[src/hdl/rcp_pkg.sv]
// shared types, constants and sine table builder for the rose curve polygon generator
package rcp_pkg;

  localparam int ANGLE_W = 14;
  localparam int COUNT_W = 15;
  localparam int HALF_W = 12;
  localparam int COORD_W = 13;
  localparam int CFG_IDX_W = 2;
  localparam int CFG_DATA_W = 15;
  localparam int QUEUE_DEPTH = 2;

  localparam int DEF_MAX_DIVISIONS = 16384;
  localparam int DEF_MIN_POINTS = 5;
  localparam int DEF_PHASE_BITS = 12;

  localparam logic OP_START = 1'b0;
  localparam logic OP_STEP = 1'b1;

  localparam logic [CFG_IDX_W-1:0] CFG_DIVISIONS = 2'd0;
  localparam logic [CFG_IDX_W-1:0] CFG_HALF_WIDTH = 2'd1;
  localparam logic [CFG_IDX_W-1:0] CFG_HALF_HEIGHT = 2'd2;

  localparam logic [COUNT_W-1:0] DIVISIONS_RESET = 15'd360;
  localparam logic [HALF_W-1:0] HALF_WIDTH_RESET = 12'd320;
  localparam logic [HALF_W-1:0] HALF_HEIGHT_RESET = 12'd240;

  localparam longint HALF_PI_Q30 = 64'sd1686629713;

  typedef struct packed {
    logic                op;
    logic [ANGLE_W-1:0]  multiplier;
    logic [ANGLE_W-1:0]  step;
  } rcp_in_t;

  typedef struct packed {
    logic [COUNT_W-1:0]  point_count;
    logic                too_few;
    logic [COORD_W-1:0]  x_coord;
    logic [COORD_W-1:0]  y_coord;
    logic                last;
    logic                no_petal;
  } rcp_out_t;

  // classified word passed from front to back
  typedef struct packed {
    logic                is_step;
    logic [ANGLE_W-1:0]  multiplier;
    logic [ANGLE_W-1:0]  step;
  } rcp_cmd_t;

  typedef struct packed {
    logic full;
    logic valid;
  } rcp_q_stat_t;

  typedef enum logic [4:0] {
    B_IDLE,
    B_GCD_CHK,
    B_GCD,
    B_CNT,
    B_T,
    B_TA0,
    B_TA,
    B_P,
    B_PR,
    B_BS,
    B_LK_R,
    B_LK_S,
    B_LK_C,
    B_MUL1,
    B_MUL2,
    B_MUL3,
    B_OUT
  } rcp_state_t;

  // quarter-wave sine entry in q0.15, taylor series in q30
  function automatic logic [14:0] sin_entry(input int pbits, input int k);
    longint x;
    longint x2;
    longint term;
    longint sum;
    longint v;
    x = (HALF_PI_Q30 * longint'(k)) >>> (pbits - 2);
    x2 = (x * x) >>> 30;
    term = x;
    sum = x;
    term = ((term * x2) >>> 30) / 6;   sum = sum - term;
    term = ((term * x2) >>> 30) / 20;  sum = sum + term;
    term = ((term * x2) >>> 30) / 42;  sum = sum - term;
    term = ((term * x2) >>> 30) / 72;  sum = sum + term;
    term = ((term * x2) >>> 30) / 110; sum = sum - term;
    term = ((term * x2) >>> 30) / 156; sum = sum + term;
    term = ((term * x2) >>> 30) / 210; sum = sum - term;
    term = ((term * x2) >>> 30) / 272; sum = sum + term;
    term = ((term * x2) >>> 30) / 342; sum = sum - term;
    term = ((term * x2) >>> 30) / 420; sum = sum + term;
    term = ((term * x2) >>> 30) / 506; sum = sum - term;
    term = ((term * x2) >>> 30) / 600; sum = sum + term;
    if (sum < 0) sum = 0;
    v = (sum + 64'sd16384) >>> 15;
    if (v > 64'sd32767) v = 64'sd32767;
    return v[14:0];
  endfunction

endpackage

[src/hdl/rcp_queue.sv]
// short command queue between front and back
module rcp_queue (
  input  logic                 clk,
  input  logic                 rst,
  input  logic                 push,
  input  rcp_pkg::rcp_cmd_t    push_word,
  input  logic                 pop,
  output rcp_pkg::rcp_cmd_t    head,
  output rcp_pkg::rcp_q_stat_t q_stat
);
  import rcp_pkg::*;

  localparam int PW = $clog2(QUEUE_DEPTH);
  localparam int CW = $clog2(QUEUE_DEPTH + 1);

  rcp_cmd_t        entries [QUEUE_DEPTH];
  logic [PW-1:0]   wr_ptr;
  logic [PW-1:0]   rd_ptr;
  logic [CW-1:0]   fill;

  assign head = entries[rd_ptr];
  assign q_stat.full = (fill == CW'(QUEUE_DEPTH));
  assign q_stat.valid = (fill != '0);

  always_ff @(posedge clk) begin
    if (rst) begin
      wr_ptr <= '0;
      rd_ptr <= '0;
      fill <= '0;
    end else begin
      if (push) wr_ptr <= wr_ptr + 1'b1;
      if (pop) rd_ptr <= rd_ptr + 1'b1;
      if (push && !pop) fill <= fill + 1'b1;
      else if (pop && !push) fill <= fill - 1'b1;
    end
  end

  always_ff @(posedge clk) begin
    if (push) entries[wr_ptr] <= push_word;
  end

endmodule

[config.mk]
export PLATFORM = sky130hd
export DESIGN_NAME = rcp_queue
export DESIGN_NICKNAME = d
export VERILOG_FILES = /design/src/hdl/rcp_pkg.sv /design/src/hdl/rcp_queue.sv
export SDC_FILE = /design/constraint.sdc
export NUM_CORES = 1
export LEC_CHECK = 0
export ABC_AREA = 1
export ABC_CLOCK_PERIOD_IN_PS = 3880
export BUFFER_PORTS_ARGS = -buffer_cell sky130_fd_sc_hd__buf_2
export CAP_MARGIN = 20
export CORE_MARGIN = 5
export CORE_UTILIZATION = 55
export CTS_CLUSTER_DIAMETER = 200
export DETAILED_ROUTE_END_ITERATION = 8
export GPL_ROUTABILITY_DRIVEN = 0
export PLACE_DENSITY = 0.92
export SLEW_MARGIN = 20
export SYNTH_ARGS = -nofsm -noshare
export SYNTH_HDL_FRONTEND = slang
export SYNTH_SLANG_ARGS = --single-unit
[constraint.sdc]
create_clock -name clk -period 3.88 [get_ports clk]
set_clock_uncertainty 0.2 [all_clocks]
set_input_delay 0.194 -clock clk [delete_from_list [all_inputs] [get_ports clk]]
set_output_delay 0.194 -clock clk [all_outputs]
set_load 0.01 [all_outputs]
==> summary.md <==
| Metric | Value |
|---|---|
| Run status | `completed` |
| Synth warn | `0` |
| FF+latch count, synth | `63` |
| DP Wirelength | `around 2.5 mm` |
| Post-CTS sizing | `0` |
| Power per cell area | `447 mW/mm²` |
| Post-Route WL | `4.38 mm` |
| Num Clock Sinks | `63` |
| Final Hold Viols | `0` |
| Synthesized area per cell | `around 19 µm²` |
| GRT overflow | `0` |
| TritonRoute pass-1 iters | `4` |
| Routed Antenna Nets | `0` |
| Antenna diodes | `0` |
| CTS clock-pin slew for the worst setup and hold paths | `~0.070 ns` |
| Post-Syn Area | `approximately 0.0024 mm²` |
| Post-CTS setup buffer count | `0` |
| Final Slew Violations | `0` |
| DRT iter0 DRCs | `68` |
| CP arrival | `between 1.5 and 2 ns` |
| Worst Path Max Fanout | `20` |
| DR vias | `between 1k and 1.5k` |
| Core footprint | `approximately 0.004 mm²` |
| Worst slew pin tran | `~0.64 ns` |
| Net count reported at finish | `263` |
| Syn_nets | `between 150 and 200` |
| Synth Instances | `~120` |
| CP endpoint kind | `output pin` |
| Layout cells sized above 1 | `between 40% and 50%` |
| Setup Crit Path Kind | `reg -> out` |
| Post-DP Area | `between 0.002 and 0.003 mm²` |
| Die width | `75.5 µm` |
| Critical Path RT | `3.49 ns` |
| I/O Buffers | `63` |
| Fin crit share | `a little under three fifths` |
| Crit path largest cell delay | `between 0.5 and 0.6 ns` |
| Dpl ws | `about 2 ns` |
| Cells along the critical path | `buf_4, mux2_2, buf_2` |
| H-tree levels | `3` |
| Worst vdd ir | `0.278 mV` |
| Initial core utilization | `between 50 and 60%` |
| Design area | `roughly 0.0032 mm²` |
| Total GRT Usage | `17.2%` |
| Unrepaired setup endpoints after global routing | `false` |
| Largest net degree at the start of global routing | `31` |
| Fmax | `around 0.45 GHz` |
| TritonCTS clock tree | `yes` |
| Min Tclk post-route | `2.21 ns` |
| WHS | `0.357 ns` |
| Die H | `75.5 µm` |
| Via density | `between 4 and 5` |
| Final Core Density | `slightly below 80%` |
| # DRC | `0` |
| Hold_buf cts | `33` |
| Num ports | `64` |
| Clk_lat worst skew | `around 0.33 ns` |
| Layout Area Growth over Synthesis | `36.2%` |
| Setup TNS | `0 ns` |
| Clock Root Buffer | `clkbuf_8` |
| Total CTS buffers | `9` |
| Worst setup margin | `about 1.7 ns` |
| Final Setup Violations | `0` |
| Global-route wire length before repair | `just under 7 mm` |
| Vias in the first global route | `around 1.5k` |
| Setup crit start kind | `flip-flop` |
| Initial antenna violation count | `0` |
| Max-cap violation count | `0` |
| Sequential area share after synthesis | `between 70% and 80%` |
| Rows | `23` |
| Avg WL per Cell | `about 15 µm` |
| Rel. slew slack | `between 50% and 60%` |
| HP Class | `reg -> reg` |
| Clock Path Buffers | `2` |
| Pleak | `around 1.3 nW` |
| Netlist cell types | `16` |
| Die area | `roughly 0.0057 mm²` |
| Slowest cell on crit path | `dfxtp_1` |
==> critical path: cells and delay by family (launching register included) <==
| family | cells | cell delay, ns |
|---|---|---|
| flip-flops | 1 | 0.56 |
| buffers and inverters | 2 | 0.53 |
| multiplexers | 1 | 0.38 |
==> synthesized netlist by cell type <==
cell type,n,area share [%]
edfxtp_1,58,74
mux2_2,19,9.1
mux2_4,10,6.4
inv_1,9,1.4
nand2_1,6,0.95
nor2_1,6,0.95
dfxtp_1,5,4.2
buf_6,2,0.95
a21oi_1,1,0.21
buf_2,1,0.21
ha_1,1,0.53
nand3_1,1,0.21
nand4_1,1,0.27
nor3_1,1,0.21
o21ai_0,1,0.21
xnor2_1,1,0.37
==> per-stage QoR <==
stage	cells	power, mW
2_1_floorplan	123	0.910
3_3_place_gp	235	0.970
3_5_place_dp	235	0.975
4_1_cts	284	1.45
5_1_grt	284	1.50
6_report	284	1.44
==> state kept, by name (all words and copies together) (netlist names), named ones only <==
name     cells
entries     58
fill         2
rd_ptr       1
wr_ptr       1
==> layer usage <==
| layer | wire [µm] | track usage, % | up-vias |
|---|---|---|---|
| met2 | 2330 | 30.0 | 70 |
| met3 | 341 | 7.26 | 7 |
| met4 | 57 | 5.24 | 0 |
| met1 | 1650 | 19.3 | 647 |
| li1 | - | - | 673 |
| met5 | 0 | 0 | - |
==> where the power goes <==
group / switching [mW] / internal (mW) / total (mW) / leakage (nW)
Sequential: 0.0135 / 0.784 / 0.797 / 0.586
Combinational: 0.0884 / 0.102 / 0.191 / 0.633
Clock: 0.227 / 0.222 / 0.449 / 0.0762
Total: 0.329 / 1.11 / 1.44 / 1.29
==> layout by cell type (no fill, tap or decap), drive strengths merged, types with 5 or more instances in the layout <==
cell and count:
buf 65, edfxtp 58, dlygate4sd3 33, mux2 29, clkbuf 10, inv 9, nand2 6, nor2 6
dfxtp 5, clkinv 5
==> final cells by class <==
type,instances,area (µm²)
multi-input cells,48,459
clock buffers,10,128
well taps,50,62.6
clock inverters,6,27.5
repair buffers,98,661
inverters,9,33.8
flip-flops and latches,63,1840
fillers,224,873
==> worst paths after layout <==
kind,startpoint,to,slack (ns),depth (start not counted)
setup / recovery,flip-flop,head[12],1.67,3
setup reg to reg,wr_ptr,entries[0][6],2.17,2
hold reg to reg,fill[1],fill[1],0.36,3
hold / removal,fill[1],fill[1],0.36,3
==> logic make-up (layout without fill, tap and decap cells) <==
family	count (synthesis)	after routing	share of synthesized area, %
flip-flops	63	63	78.0
AO/OA/AOI/OAI	2	2	0.424
XOR/XNOR	1	1	0.371
AND/OR/NAND/NOR	15	15	2.60
adder cells (fa/ha/maj)	1	1	0.530
multiplexers	29	29	15.4
buffers and inverters	12	123	2.60
Note: power is estimated with default switching activity, not from simulation.
