==> src/hdl/rcp_pkg.sv <==
// shared types, constants and sine table builder for the rose curve polygon generator
package rcp_pkg;

  localparam int ANGLE_W = 14;
  localparam int COUNT_W = 15;
  localparam int HALF_W = 12;
  localparam int COORD_W = 13;
  localparam int CFG_IDX_W = 2;
  localparam int CFG_DATA_W = 15;
  localparam int QUEUE_DEPTH = 2;

  localparam int DEF_MAX_DIVISIONS = 16384;
  localparam int DEF_MIN_POINTS = 5;
  localparam int DEF_PHASE_BITS = 12;

  localparam logic OP_START = 1'b0;
  localparam logic OP_STEP = 1'b1;

  localparam logic [CFG_IDX_W-1:0] CFG_DIVISIONS = 2'd0;
  localparam logic [CFG_IDX_W-1:0] CFG_HALF_WIDTH = 2'd1;
  localparam logic [CFG_IDX_W-1:0] CFG_HALF_HEIGHT = 2'd2;

  localparam logic [COUNT_W-1:0] DIVISIONS_RESET = 15'd360;
  localparam logic [HALF_W-1:0] HALF_WIDTH_RESET = 12'd320;
  localparam logic [HALF_W-1:0] HALF_HEIGHT_RESET = 12'd240;

  localparam longint HALF_PI_Q30 = 64'sd1686629713;

  typedef struct packed {
    logic                op;
    logic [ANGLE_W-1:0]  multiplier;
    logic [ANGLE_W-1:0]  step;
  } rcp_in_t;

  typedef struct packed {
    logic [COUNT_W-1:0]  point_count;
    logic                too_few;
    logic [COORD_W-1:0]  x_coord;
    logic [COORD_W-1:0]  y_coord;
    logic                last;
    logic                no_petal;
  } rcp_out_t;

  // classified word passed from front to back
  typedef struct packed {
    logic                is_step;
    logic [ANGLE_W-1:0]  multiplier;
    logic [ANGLE_W-1:0]  step;
  } rcp_cmd_t;

  typedef struct packed {
    logic full;
    logic valid;
  } rcp_q_stat_t;

  typedef enum logic [4:0] {
    B_IDLE,
    B_GCD_CHK,
    B_GCD,
    B_CNT,
    B_T,
    B_TA0,
    B_TA,
    B_P,
    B_PR,
    B_BS,
    B_LK_R,
    B_LK_S,
    B_LK_C,
    B_MUL1,
    B_MUL2,
    B_MUL3,
    B_OUT
  } rcp_state_t;

  // quarter-wave sine entry in q0.15, taylor series in q30
  function automatic logic [14:0] sin_entry(input int pbits, input int k);
    longint x;
    longint x2;
    longint term;
    longint sum;
    longint v;
    x = (HALF_PI_Q30 * longint'(k)) >>> (pbits - 2);
    x2 = (x * x) >>> 30;
    term = x;
    sum = x;
    term = ((term * x2) >>> 30) / 6;   sum = sum - term;
    term = ((term * x2) >>> 30) / 20;  sum = sum + term;
    term = ((term * x2) >>> 30) / 42;  sum = sum - term;
    term = ((term * x2) >>> 30) / 72;  sum = sum + term;
    term = ((term * x2) >>> 30) / 110; sum = sum - term;
    term = ((term * x2) >>> 30) / 156; sum = sum + term;
    term = ((term * x2) >>> 30) / 210; sum = sum - term;
    term = ((term * x2) >>> 30) / 272; sum = sum + term;
    term = ((term * x2) >>> 30) / 342; sum = sum - term;
    term = ((term * x2) >>> 30) / 420; sum = sum + term;
    term = ((term * x2) >>> 30) / 506; sum = sum - term;
    term = ((term * x2) >>> 30) / 600; sum = sum + term;
    if (sum < 0) sum = 0;
    v = (sum + 64'sd16384) >>> 15;
    if (v > 64'sd32767) v = 64'sd32767;
    return v[14:0];
  endfunction

endpackage

==> src/hdl/rcp_front.sv <==
// front stage: takes command words, classifies them and pushes them into the queue
module rcp_front (
  input  logic              clk,
  input  logic              rst,
  input  logic              cmd_valid,
  output logic              cmd_stall,
  input  rcp_pkg::rcp_in_t  cmd,
  output logic              push,
  output rcp_pkg::rcp_cmd_t push_word,
  input  rcp_pkg::rcp_q_stat_t q_stat
);
  import rcp_pkg::*;

  logic     held;
  rcp_cmd_t word;

  assign cmd_stall = held && q_stat.full;
  assign push = held && !q_stat.full;
  assign push_word = word;

  always_ff @(posedge clk) begin
    if (rst) begin
      held <= 1'b0;
    end else if (!cmd_stall) begin
      held <= cmd_valid;
    end
  end

  always_ff @(posedge clk) begin
    if (!cmd_stall && cmd_valid) begin
      word.is_step <= (cmd.op == OP_STEP);
      word.multiplier <= cmd.multiplier;
      word.step <= cmd.step;
    end
  end

endmodule

==> config.mk <==
export PLATFORM = sky130hd
export DESIGN_NAME = rcp_front
export DESIGN_NICKNAME = d
export VERILOG_FILES = /design/src/hdl/rcp_pkg.sv /design/src/hdl/rcp_front.sv
export SDC_FILE = /design/constraint.sdc
export NUM_CORES = 1
export LEC_CHECK = 0
export BUFFER_PORTS_ARGS = -buffer_cell sky130_fd_sc_hd__buf_2
export CELL_PAD_IN_SITES_DETAIL_PLACEMENT = 0
export CELL_PAD_IN_SITES_GLOBAL_PLACEMENT = 1
export CORE_ASPECT_RATIO = 0.9
export CORE_MARGIN = 5
export CORE_UTILIZATION = 33
export CTS_CLUSTER_DIAMETER = 40
export DETAILED_ROUTE_END_ITERATION = 8
export GPL_TIMING_DRIVEN = 0
export PLACE_DENSITY = 0.85
export SYNTH_ARGS = -nofsm -noshare
export SYNTH_HDL_FRONTEND = slang
export SYNTH_SLANG_ARGS = --single-unit
==> constraint.sdc <==
create_clock -name clk -period 3.7 [get_ports clk]
set_input_delay 0.185 -clock clk [delete_from_list [all_inputs] [get_ports clk]]
set_output_delay 0.185 -clock clk [all_outputs]
set_load 0.05 [all_outputs]
==> results of run 1 <==
sequential cells by signal, indices dropped and copies added, names as in the netlist:
name       cells
held           1
push_word     29
path summary, 6_finish.rpt:
kind | end | slack (ps) | depth (start not counted)
worst max-delay path | push_word[1] | 2250 | 2
worst min-delay path | push_word[9] | 40 | 1
worst max register to register | push_word[1] | 2250 | 2
worst min register to register | held | 520 | 2
through the flow:
step | hold slack [ps] | utilization | setup slack (ps) | cell area [µm²]
finish | 41.2 | 0.497 | 2250 | 1360
global route | 5.31 | 0.497 | 2160 | 1360
CTS | 2.63 | 0.492 | 1800 | 1340
detailed placement | 348 | 0.474 | 1810 | 1290
global placement | 343 | 0.474 | 1860 | 1290
floorplan | 257 | - | 2000 | 926
cells by family after synthesis:
kind of cell,Yosys count,share of synthesized area
AO/OA/AOI/OAI,1,0.00540
flip-flops,30,0.962
AND/OR/NAND/NOR,4,0.0324
layer usage:
metal  up-vias  wire, µm  track usage  part of all wire
li1        280         -            -                 -
met1       263       609       0.0996              0.32
met2        47       902        0.157              0.48
met3         7       322       0.0771              0.17
met4         0        48       0.0888             0.025
met5         -         0            0                 0
power by group:
| group | internal, mW | switching (mW) | leakage, nW | total [mW] |
|---|---|---|---|---|
| combinational | 0.0273 | 0.0881 | 0.276 | 0.115 |
| clock | 0.0675 | 0.100 | 0.0277 | 0.168 |
| sequential | 0.396 | 0.00455 | 0.289 | 0.400 |
synth_stat cells:
| master | count |
|---|---|
| nor2b_2 | 1 |
| and2b_2 | 1 |
| and2_4 | 1 |
| edfxtp_1 | 29 |
| nor2_1 | 1 |
| dfxtp_1 | 1 |
| a21oi_1 | 1 |
final cells by class:
cell class              count  area (µm²)  share of cell area
well taps                  40        50.0              0.0369
multi-input cells           5        40.0              0.0295
clock inverters             3        11.3             0.00831
clock buffers               5        37.5              0.0277
flip-flops and latches     30         891               0.657
repair buffers             64         325               0.240
repair_timing:
action                                 CTS  global route
hold buffers                             0             1
endpoints found under the hold margin    0             1
buffers inserted                         0             0
==> impl_metrics.sql, run 1 <==
INSERT INTO impl_metrics (metric_group, metric, value, unit) VALUES
('place', 'numPortBuffers', '63', ''),
('setup_path', 'critPathRequiredTime', '3650', 'ps'),
('clock_tree', 'cts-buffers-inserted', '5', ''),
('place', 'hpwl', '1480', 'µm'),
('clock_tree', 'deepest_level_of_the_cts_h_tree', '2', ''),
('synth', 'synth.cell_area', '926', 'µm²'),
('setup_path', 'critical_path.cell_chain', 'and2_4, nor2b_4', ''),
('timing', 'final-max-slew-violation-count', '0', ''),
('setup_path', 'cp-startpoint', 'held', ''),
('detailed_routing', 'drt-pass1-iter-count', '2', ''),
('synth', 'post_synth_num_cell_types', '7', ''),
('synth', 'synth_largest_area_cell', 'edfxtp_1', ''),
('grt', 'number_of_antenna_violations_at_the_first_check_in_global_routing', '0', ''),
('detailed_routing', 'drtAntennaViolNets', '0', ''),
('final_layout', 'n_fill_cell', '258', ''),
('setup_path', 'critical_path_class', 'flip-flop to flip-flop', ''),
('setup_path', 'setup.worst_path.end_class', 'flip-flop', ''),
('grt', 'total_track_usage', '0.107', ''),
('clock_tree', 'clkTransAtPathRegs', '90', 'ps'),
('pwr', 'ir_worst_vdd', '0.295', 'mV'),
('timing', 'timing.slew.headroom', '0.496', ''),
('grt', 'first_global_vias', '667', ''),
('timing', 'final.period_utilization', '0.391', ''),
('clock_tree', 'cts.repair.resized', '0', ''),
('setup_path', 'critical_path.reg2reg.startpoint', 'held', ''),
('timing', 'final-setup-viol-count', '0', ''),
('place', 'place.gp.congestion', '0.626', ''),
('synth', 'avgSynthCellArea', '26.5', 'µm²'),
('final_layout', 'diodes', '0', ''),
('run', 'max_cap_violation_count', '0', ''),
('timing', 'fmax', '691', 'MHz'),
('synth', 'yosys_register_bits', '30', ''),
('clock_tree', 'clockRootBuffer', 'clkbuf_4', ''),
('synth', 'synth.yosys.seq_area_share', '0.962', ''),
('synth', 'syn-instance-count', '35', ''),
('grt', 'grt_overflow_total', '0', ''),
('detailed_routing', 'drt-wirelength-per-cell', '12.8', 'µm'),
('timing', 'rsz0062_at_grt', 'false', ''),
('detailed_routing', 'dr_total_vias', '597', ''),
('hold_path', 'worst_hold_startpoint', 'cmd[9]', ''),
('synth', 'yosysTopAreaCellShare', '0.941', ''),
('status', 'run_status', 'finished clean', ''),
('synth', 'syn-num-nets', '69', ''),
('hold_path', 'worstHoldPathType', 'input port to flip-flop', ''),
('clock_tree', 'tritoncts', 'built', ''),
('detailed_routing', 'drt_iter0_markers', '8', ''),
('detailed_routing', 'post_drt_via_cell_ratio', '4.06', ''),
('clock_tree', 'max-clock-path-buffers', '2', ''),
('pwr', 'p_per_area', '504', 'nW/µm²'),
('setup_path', 'crit_fanout', '29', ''),
('timing', 'period_minus_slack', '1450', 'ps'),
('timing', 'finalClockSkew', '3.75', 'ps'),
('setup_path', 'worstPathBufferInverterCount', '0', ''),
('timing', 'worst_pin_slew', '754', 'ps'),
('setup_path', 'timing.critical_path.slowest_stage_cell', 'nor2b_4', ''),
('final_layout', 'final_layout_size_suffix_gt1_frac', '0.664', ''),
('floorplan', 'placementRows', '18', ''),
('floorplan', 'io_pins', '65', ''),
('timing', 'final_report_hold_violation_count', '0', ''),
('grt', 'grt_pass1_wl', '2840', 'µm'),
('setup_path', 'critical_path_arrival', '1390', 'ps'),
('final_layout', 'nets_finish', '140', ''),
('synth', 'yosys_warnings', '0', ''),
('final_layout', 'layout.cells.most_common', 'buf_2', ''),
('floorplan', 'die_area', '3970', 'µm²'),
('setup_path', 'worst_path_largest_cell_delay', '600', 'ps'),
('place', 'placed_cells', '138', ''),
('pwr', 'power', '0.683', 'mW'),
('detailed_routing', 'drt-total-wl', '1880', 'µm'),
('detailed_routing', 'drt_drc_violations_left', '0', ''),
('synth', 'synth_area_leaders', 'edfxtp_1 94%, dfxtp_1 2.2%, and2_4 0.95%', '');
Power figures use the tool's default switching activity.
==> inputs of run 2 (changes only) <==
--- a/config.mk
+++ b/config.mk
@@ -5,16 +5,17 @@
 export SDC_FILE = /design/constraint.sdc
 export NUM_CORES = 1
 export LEC_CHECK = 0
+export ABC_AREA = 1
 export BUFFER_PORTS_ARGS = -buffer_cell sky130_fd_sc_hd__buf_2
 export CELL_PAD_IN_SITES_DETAIL_PLACEMENT = 0
 export CELL_PAD_IN_SITES_GLOBAL_PLACEMENT = 1
 export CORE_ASPECT_RATIO = 0.9
 export CORE_MARGIN = 5
-export CORE_UTILIZATION = 33
+export CORE_UTILIZATION = 30
 export CTS_CLUSTER_DIAMETER = 40
 export DETAILED_ROUTE_END_ITERATION = 8
 export GPL_TIMING_DRIVEN = 0
-export PLACE_DENSITY = 0.85
+export PLACE_DENSITY = 0.78
 export SYNTH_ARGS = -nofsm -noshare
 export SYNTH_HDL_FRONTEND = slang
 export SYNTH_SLANG_ARGS = --single-unit
==> constraint.sdc (replaced) <==
create_clock -name clk -period 1.48 [get_ports clk]
set_input_delay 0.074 -clock clk [delete_from_list [all_inputs] [get_ports clk]]
set_output_delay 0.074 -clock clk [all_outputs]
set_load 0.05 [all_outputs]
==> run 2 against run 1 <==
Effect of this change: synthesized cell count rose by 5.7%; via count rose by 22%; area after synthesis is 0.14% lower; first-iteration DRC count shrank 75%; clock power increased to 2.6 times the previous value; power grew to 2.6 times the previous value; die area increased by 8.3%; global-route usage up 2.0 points; critical path type unchanged; critical endpoint is now push_word[2].
==> impl_metrics.sql, run 2 <==
INSERT INTO impl_metrics (metric_group, metric, value, unit) VALUES
('status', 'run_status', 'finished clean', ''),
('pwr', 'internal-power', '1.29', 'mW'),
('setup_path', 'critical_path_arrival', '1360', 'ps'),
('final_layout', 'stdcell_area', '1660', 'µm²'),
('synth', 'post_synth_edffs', '29', ''),
('synth', 'synth_top_family_by_area', 'simple AND/OR/NAND/NOR gates', ''),
('pwr', 'p_per_area', '1080', 'nW/µm²'),
('timing', 'worst_pin_slew', '704', 'ps'),
('hold_path', 'hold-path-endpoint', 'held', ''),
('timing', 'setup-tns-final', '0', 'ps'),
('synth', 'synth.yosys.seq_area_share', '0.963', ''),
('setup_path', 'family_with_the_most_delay_on_the_worst_path', 'simple AND/OR/NAND/NOR gates', ''),
('setup_path', 'critical_path.cell_chain', 'nand2_2, inv_2, nor2_2', ''),
('setup_path', 'timing.critical_path.slowest_stage_cell', 'nor2_2', ''),
('synth', 'post_synthesis_adder_cell_area_fraction', '0', ''),
('synth', 'synth_area_leaders', 'edfxtp_1 94%, dfxtp_1 2.2%, a21oi_2 0.95%', ''),
('timing', 'period_minus_slack', '1410', 'ps'),
('clock_tree', 'deepest_level_of_the_cts_h_tree', '2', ''),
('pwr', 'ir_worst_vdd', '0.712', 'mV'),
('floorplan', 'die_area', '4290', 'µm²'),
('setup_path', 'critical_path.reg2reg.startpoint', 'held', ''),
('synth', 'yosysTopAreaCellShare', '0.942', ''),
('setup_path', 'worstPathBufferInverterCount', '1', ''),
('floorplan', 'io_pins', '65', ''),
('clock_tree', 'cts_num_sinks', '30', ''),
('pwr', 'share_comb_of_total_power', '0.198', ''),
('synth', 'synthSimpleGateAreaFrac', '0.0149', ''),
('synth', 'synth_largest_area_cell', 'edfxtp_1', ''),
('floorplan', 'core_area', '3020', 'µm²'),
('timing', 'finalClockSkew', '4.60', 'ps'),
('detailed_routing', 'drt-wirelength-per-cell', '13.5', 'µm'),
('timing', 'rsz0062_at_grt', 'false', ''),
('detailed_routing', 'dr_total_vias', '731', ''),
('detailed_routing', 'drt_drc_violations_left', '0', ''),
('place', 'post-place-ws', '42.3', 'ps'),
('setup_path', 'ff2ff_setup_slack', '70', 'ps'),
('final_layout', 'largest_register_ff_count', '29', ''),
('synth', 'synth-main-ff-cell', 'edfxtp_1', ''),
('synth', 'fraction_of_the_mapped_netlist_area_in_compound_gates', '0.00947', ''),
('setup_path', 'critPathRequiredTime', '1430', 'ps'),
('grt', 'grt_max_degree', '30', ''),
('setup_path', 'crit_fanout', '14', ''),
('synth', 'post_synth_mux_area_share', '0', ''),
('grt', 'grt_overflow_total', '0', ''),
('synth', 'synth.cell_area', '925', 'µm²'),
('floorplan', 'horizontal_die_dimension', '68.5', 'µm'),
('run', 'max_cap_violation_count', '0', ''),
('clock_tree', 'clkTransAtPathRegs', '80', 'ps'),
('detailed_routing', 'post_drt_via_cell_ratio', '4.04', ''),
('setup_path', 'critical_path_class', 'flip-flop to flip-flop', ''),
('clock_tree', 'cts-buffers-inserted', '5', ''),
('grt', 'number_of_antenna_violations_at_the_first_check_in_global_routing', '0', ''),
('final_layout', 'layout.cells.most_common', 'buf_2', ''),
('timing', 'layout_setup_ws', '69.6', 'ps'),
('final_layout', 'post-route-util', '0.548', ''),
('pwr', 'power.net_switching', '0.496', 'mW'),
('final_layout', 'diodes', '0', ''),
('pwr', 'total_leakage_power', '0.718', 'nW'),
('final_layout', 'final_layout_size_suffix_gt1_frac', '0.525', ''),
('pwr', 'power', '1.79', 'mW'),
('synth', 'syn-num-nets', '71', ''),
('final_layout', 'area_growth_syn_to_layout', '79.0', '%'),
('synth', 'asyncSetResetFlopFracSynth', '0', ''),
('clock_tree', 'cts.repair.resized', '0', ''),
('detailed_routing', 'drt-total-wl', '2440', 'µm'),
('pwr', 'switching_share', '0.277', ''),
('clock_tree', 'max-clock-path-buffers', '2', ''),
('setup_path', 'worst-r2r-cell-count', '3', ''),
('timing', 'timing.slew.headroom', '0.530', ''),
('clock_tree', 'worst_skew_pair.late_latency', '320', 'ps'),
('setup_path', 'timing.rr.end', 'push_word[2]', ''),
('pwr', 'power.share.clock', '0.243', ''),
('floorplan', 'die_h', '62.7', 'µm'),
('grt', 'first_global_vias', '831', ''),
('pwr', 'share_seq_of_total_power', '0.559', ''),
('grt', 'total_track_usage', '0.127', ''),
('timing', 'fmax', '709', 'MHz'),
('synth', 'yosys_register_bits', '30', ''),
('synth', 'ys_top_cells_by_count', '29 x edfxtp_1, 2 x inv_1, 2 x nor2_1', ''),
('detailed_routing', 'drt-pass1-iter-count', '4', ''),
('setup_path', 'critPathLaunchType', 'flip-flop', ''),
('setup_path', 'worst_path_largest_cell_delay', '570', 'ps'),
('timing', 'final_report_hold_violation_count', '0', ''),
('place', 'numPortBuffers', '63', ''),
('place', 'place.gp.congestion', '0.651', ''),
('place', 'placed_inst_area', '1300', 'µm²'),
('timing', 'final-setup-viol-count', '0', ''),
('timing', 'final-max-slew-violation-count', '0', ''),
('hold_path', 'worstHoldPathType', 'input port to flip-flop', ''),
('synth', 'yosys_warnings', '0', ''),
('synth', 'yosys.area_share.xor_xnor', '0', ''),
('floorplan', 'initial_core_utilization', '0.306', ''),
('floorplan', 'placementRows', '19', ''),
('final_layout', 'nets_finish', '172', ''),
('hold_path', 'timing.hold.worst_path_depth', '3', ''),
('synth', 'syn-instance-count', '37', ''),
('clock_tree', 'clockRootBuffer', 'clkbuf_4', ''),
('detailed_routing', 'drtAntennaViolNets', '0', ''),
('synth', 'most_common_cell_in_the_netlist', 'edfxtp_1', ''),
('timing', 'final.period_utilization', '0.953', ''),
('final_layout', 'most-common-layout-cells', '63 x buf_2, 30 x dlygate4sd3_1, 29 x edfxtp_1', ''),
('hold_path', 'worst_hold_startpoint', 'q_stat[1]', ''),
('setup_path', 'cp-startpoint', 'held', ''),
('setup_path', 'setup.worst_path.end_class', 'flip-flop', ''),
('clock_tree', 'tritoncts', 'built', ''),
('synth', 'avgSynthCellArea', '25.0', 'µm²'),
('synth', 'post_synth_num_cell_types', '7', ''),
('detailed_routing', 'drt_iter0_markers', '2', ''),
('grt', 'grt_pass1_wl', '3860', 'µm');
-- run 2: cell types whose count changed after synthesis --
cell     before  now
nor2b_2       1    0
and2b_2       1    0
nand2_2       0    1
a21oi_1       1    0
a21oi_2       0    1
and2_4        1    0
inv_1         0    2
inv_2         0    1
nor2_1        1    2
-- run 2: worst max path at each step --
| stage | endpoint | cells after the start |
|---|---|---|
| floorplan | push_word[0] | 3 |
| global route | push_word[2] | 3 |
| global placement | push_word[0] | 3 |
| detailed placement | push_word[25] | 3 |
| finish | push_word[2] | 3 |
| CTS | push_word[25] | 3 |
-- run 2: power groups by stage --
stage | registers [mW] | clock network [mW] | logic, mW
CTS | 1.00 | 0.461 | 0.352
finish | 1.00 | 0.435 | 0.355
global placement | 1.02 | 0 | 0.287
floorplan | 1.19 | 0 | 0.0319
detailed placement | 1.02 | 0 | 0.291
global route | 1.01 | 0.511 | 0.373
-- run 2: through the flow --
step / hold slack (ps) / cells
final: 53.4 / 181
after global routing: 19.4 / 181
after CTS: 15.8 / 180
after detailed placement: 234 / 142
after global placement: 233 / 142
after floorplan: 136 / 37
-- run 2: timing repair --
| action | in CTS | in global routing |
|---|---|---|
| setup endpoints to repair | 0 | 29 |
| endpoints found under the hold margin | 30 | 0 |
| hold buffers | 30 | 0 |
| buffers inserted | 0 | 0 |
-- run 2: cell type report --
class | instances | area (µm²)
inverter | 3 | 11.3
tap | 42 | 52.6
clock buffer | 8 | 48.8
multi-input combinational | 5 | 36.3
sequential | 30 | 891
timing repair buffer | 93 | 616
fill | 274 | 1360
-- run 2: tightest hold or removal path, stage by stage --
cell,delay (ps)
buf_2,110
nand2_2,90
a21oi_2,50
-- run 2: cell families (layout without fill, tap and decap cells) --
group,Yosys count,in the layout
DFF,30,30
and+or+nand+nor,3,4
buffers and inverters,3,104
AOI/OAI and AO/OA,1,1
-- run 2: per-layer routing --
| layer | GRT usage | part of all wire |
|---|---|---|
| met1 | 0.122 | 0.33 |
| met2 | 0.209 | 0.53 |
| met3 | 0.0863 | 0.13 |
| met4 | 0.0471 | 0.0086 |
| met5 | 0 | 0 |
==> inputs of run 3 (changes only) <==
--- a/config.mk
+++ b/config.mk
@@ -15,7 +15,9 @@
 export CTS_CLUSTER_DIAMETER = 40
 export DETAILED_ROUTE_END_ITERATION = 8
 export GPL_TIMING_DRIVEN = 0
+export HOLD_SLACK_MARGIN = 0.08
 export PLACE_DENSITY = 0.78
+export SETUP_SLACK_MARGIN = 0.02
 export SYNTH_ARGS = -nofsm -noshare
 export SYNTH_HDL_FRONTEND = slang
 export SYNTH_SLANG_ARGS = --single-unit
==> run 3 against run 2 <==
Effect of this change: count of clock-buffer cells in the layout unchanged; clock power barely moved; routed wire length down 1.4%; global-route usage shrank 0.073 points; worst setup slack improved by 3.2 ps; die area unchanged; combinational power about the same; sequential share of layout area down 0.32 points; register-to-register slack hardly changed; cell count up 0.55%; power rose by 0.15%; largest power group unchanged.
==> impl_metrics.sql, run 3 (synthesis results as in run 2) <==
INSERT INTO impl_metrics (metric_group, metric, value, unit) VALUES
('clock_tree', 'clkTransAtPathRegs', '80', 'ps'),
('run', 'max_cap_violation_count', '0', ''),
('pwr', 'ir_worst_vdd', '0.702', 'mV'),
('floorplan', 'core_area', '3020', 'µm²'),
('pwr', 'total_leakage_power', '0.723', 'nW'),
('final_layout', 'layout.cells.most_common', 'buf_2', ''),
('detailed_routing', 'dr_total_vias', '749', ''),
('setup_path', 'critical_path_class', 'flip-flop to flip-flop', ''),
('timing', 'rsz0062_at_grt', 'false', ''),
('detailed_routing', 'drt-total-wl', '2410', 'µm'),
('detailed_routing', 'drt_iter0_markers', '9', ''),
('grt', 'grt_pass1_wl', '3840', 'µm'),
('clock_tree', 'max-clock-path-buffers', '2', ''),
('clock_tree', 'deepest_level_of_the_cts_h_tree', '2', ''),
('timing', 'final-max-slew-violation-count', '0', ''),
('detailed_routing', 'drtAntennaViolNets', '0', ''),
('timing', 'final-setup-viol-count', '0', ''),
('final_layout', 'largest_register_ff_count', '29', ''),
('final_layout', 'multi_input_area', '36.3', 'µm²'),
('grt', 'grt_overflow_total', '0', ''),
('final_layout', 'stdcell_area', '1670', 'µm²'),
('timing', 'hold_ws', '335', 'ps'),
('grt', 'grt_max_degree', '30', ''),
('status', 'run_status', 'finished clean', ''),
('clock_tree', 'worst_skew_pair.late_latency', '320', 'ps'),
('floorplan', 'io_pins', '65', ''),
('timing', 'timing.slew.headroom', '0.531', ''),
('final_layout', 'n_fill_cell', '273', ''),
('grt', 'first_global_vias', '852', ''),
('clock_tree', 'cts_num_sinks', '30', ''),
('detailed_routing', 'drt_drc_violations_left', '0', ''),
('timing', 'finalClockSkew', '9.86', 'ps'),
('timing', 'worst_pin_slew', '703', 'ps'),
('timing', 'fmax', '711', 'MHz'),
('floorplan', 'initial_core_utilization', '0.306', ''),
('timing', 'period_minus_slack', '1410', 'ps'),
('final_layout', 'nets_finish', '173', ''),
('timing', 'setup-tns-final', '0', 'ps'),
('floorplan', 'die_area', '4290', 'µm²'),
('place', 'numPortBuffers', '63', ''),
('floorplan', 'placementRows', '19', ''),
('place', 'placed_inst_area', '1300', 'µm²'),
('hold_path', 'worstHoldPathType', 'input port to flip-flop', ''),
('setup_path', 'critPathRequiredTime', '1430', 'ps'),
('final_layout', 'most-common-layout-cells', '63 x buf_2, 31 x dlygate4sd3_1, 29 x edfxtp_1', ''),
('floorplan', 'die_h', '62.7', 'µm'),
('clock_tree', 'tritoncts', 'built', ''),
('place', 'place.gp.congestion', '0.651', ''),
('final_layout', 'final_layout_size_suffix_gt1_frac', '0.521', ''),
('final_layout', 'regArea', '891', 'µm²'),
('grt', 'total_track_usage', '0.126', ''),
('detailed_routing', 'drt-wirelength-per-cell', '13.2', 'µm'),
('setup_path', 'setup.worst_path.end_class', 'flip-flop', ''),
('detailed_routing', 'post_drt_via_cell_ratio', '4.12', ''),
('timing', 'final.period_utilization', '0.951', ''),
('clock_tree', 'cts-buffers-inserted', '5', ''),
('final_layout', 'area_growth_syn_to_layout', '80.1', '%'),
('final_layout', 'diodes', '0', ''),
('pwr', 'p_per_area', '1080', 'nW/µm²'),
('detailed_routing', 'drt-pass1-iter-count', '4', ''),
('grt', 'number_of_antenna_violations_at_the_first_check_in_global_routing', '0', ''),
('floorplan', 'horizontal_die_dimension', '68.5', 'µm'),
('setup_path', 'crit_fanout', '14', ''),
('setup_path', 'critical_path_arrival', '1350', 'ps'),
('clock_tree', 'clockRootBuffer', 'clkbuf_4', ''),
('timing', 'final_report_hold_violation_count', '0', ''),
('setup_path', 'critPathLaunchType', 'flip-flop', '');
==> run 3: cell count changes in the layout (fill, tap and decap cells not counted), sizes merged <==
cell / change
dlygate4sd3: +1
==> run 3: path summary, 6_finish.rpt <==
path	start	to	slack, ps	cells past startpoint
worst max-delay path	held	push_word[6]	70	3
worst min-delay path	q_stat[1]	push_word[3]	330	4
worst max register to register	held	push_word[6]	70	3
worst min register to register	held	push_word[3]	830	3
==> run 3: where the power goes <==
group / internal [mW] / total, mW / switching, mW
Sequential: 0.989 / 1.00 / 0.0117
Combinational: 0.118 / 0.357 / 0.238
Clock: 0.189 / 0.436 / 0.247
==> run 3: per-layer routing <==
layer | global-route usage | wire length (µm)
met5 | 0 | 0
met4 | 0.0546 | 46
met3 | 0.0863 | 309
met2 | 0.207 | 1270
met1 | 0.117 | 784
==> run 3: area by class of cell <==
cell class / instances / share of cell area
Inverter: 3 / 0.00676
Multi-Input combinational cell: 5 / 0.0218
Tap cell: 42 / 0.0316
Timing Repair Buffer: 94 / 0.376
Clock buffer: 8 / 0.0293
Sequential cell: 30 / 0.535
==> run 3: worst max-delay path, cell delays in order, from the launching register on <==
cell	delay [ps]
dfxtp_1	330
nand2_2	80
inv_2	70
nor2_2	560
==> run 3: metrics by stage <==
step / power [mW] / worst slack [ps] / cells / util
final: 1.79 / 72.8 / 182 / 0.552
after global routing: 1.89 / 25.9 / 182 / 0.552
after detailed placement: 1.31 / 42.3 / 142 / 0.431
after global placement: 1.31 / 97.3 / 142 / 0.431
after floorplan: 1.22 / 118 / 37 / -
after CTS: 1.82 / 24.6 / 181 / 0.550
==> run 3: what timing repair did <==
action	4_1_cts	5_1_grt
hold buffers	31	0
hold endpoints to repair	30	0
endpoints found under the setup margin	0	29
buffers inserted	0	0
resized for setup	0	0
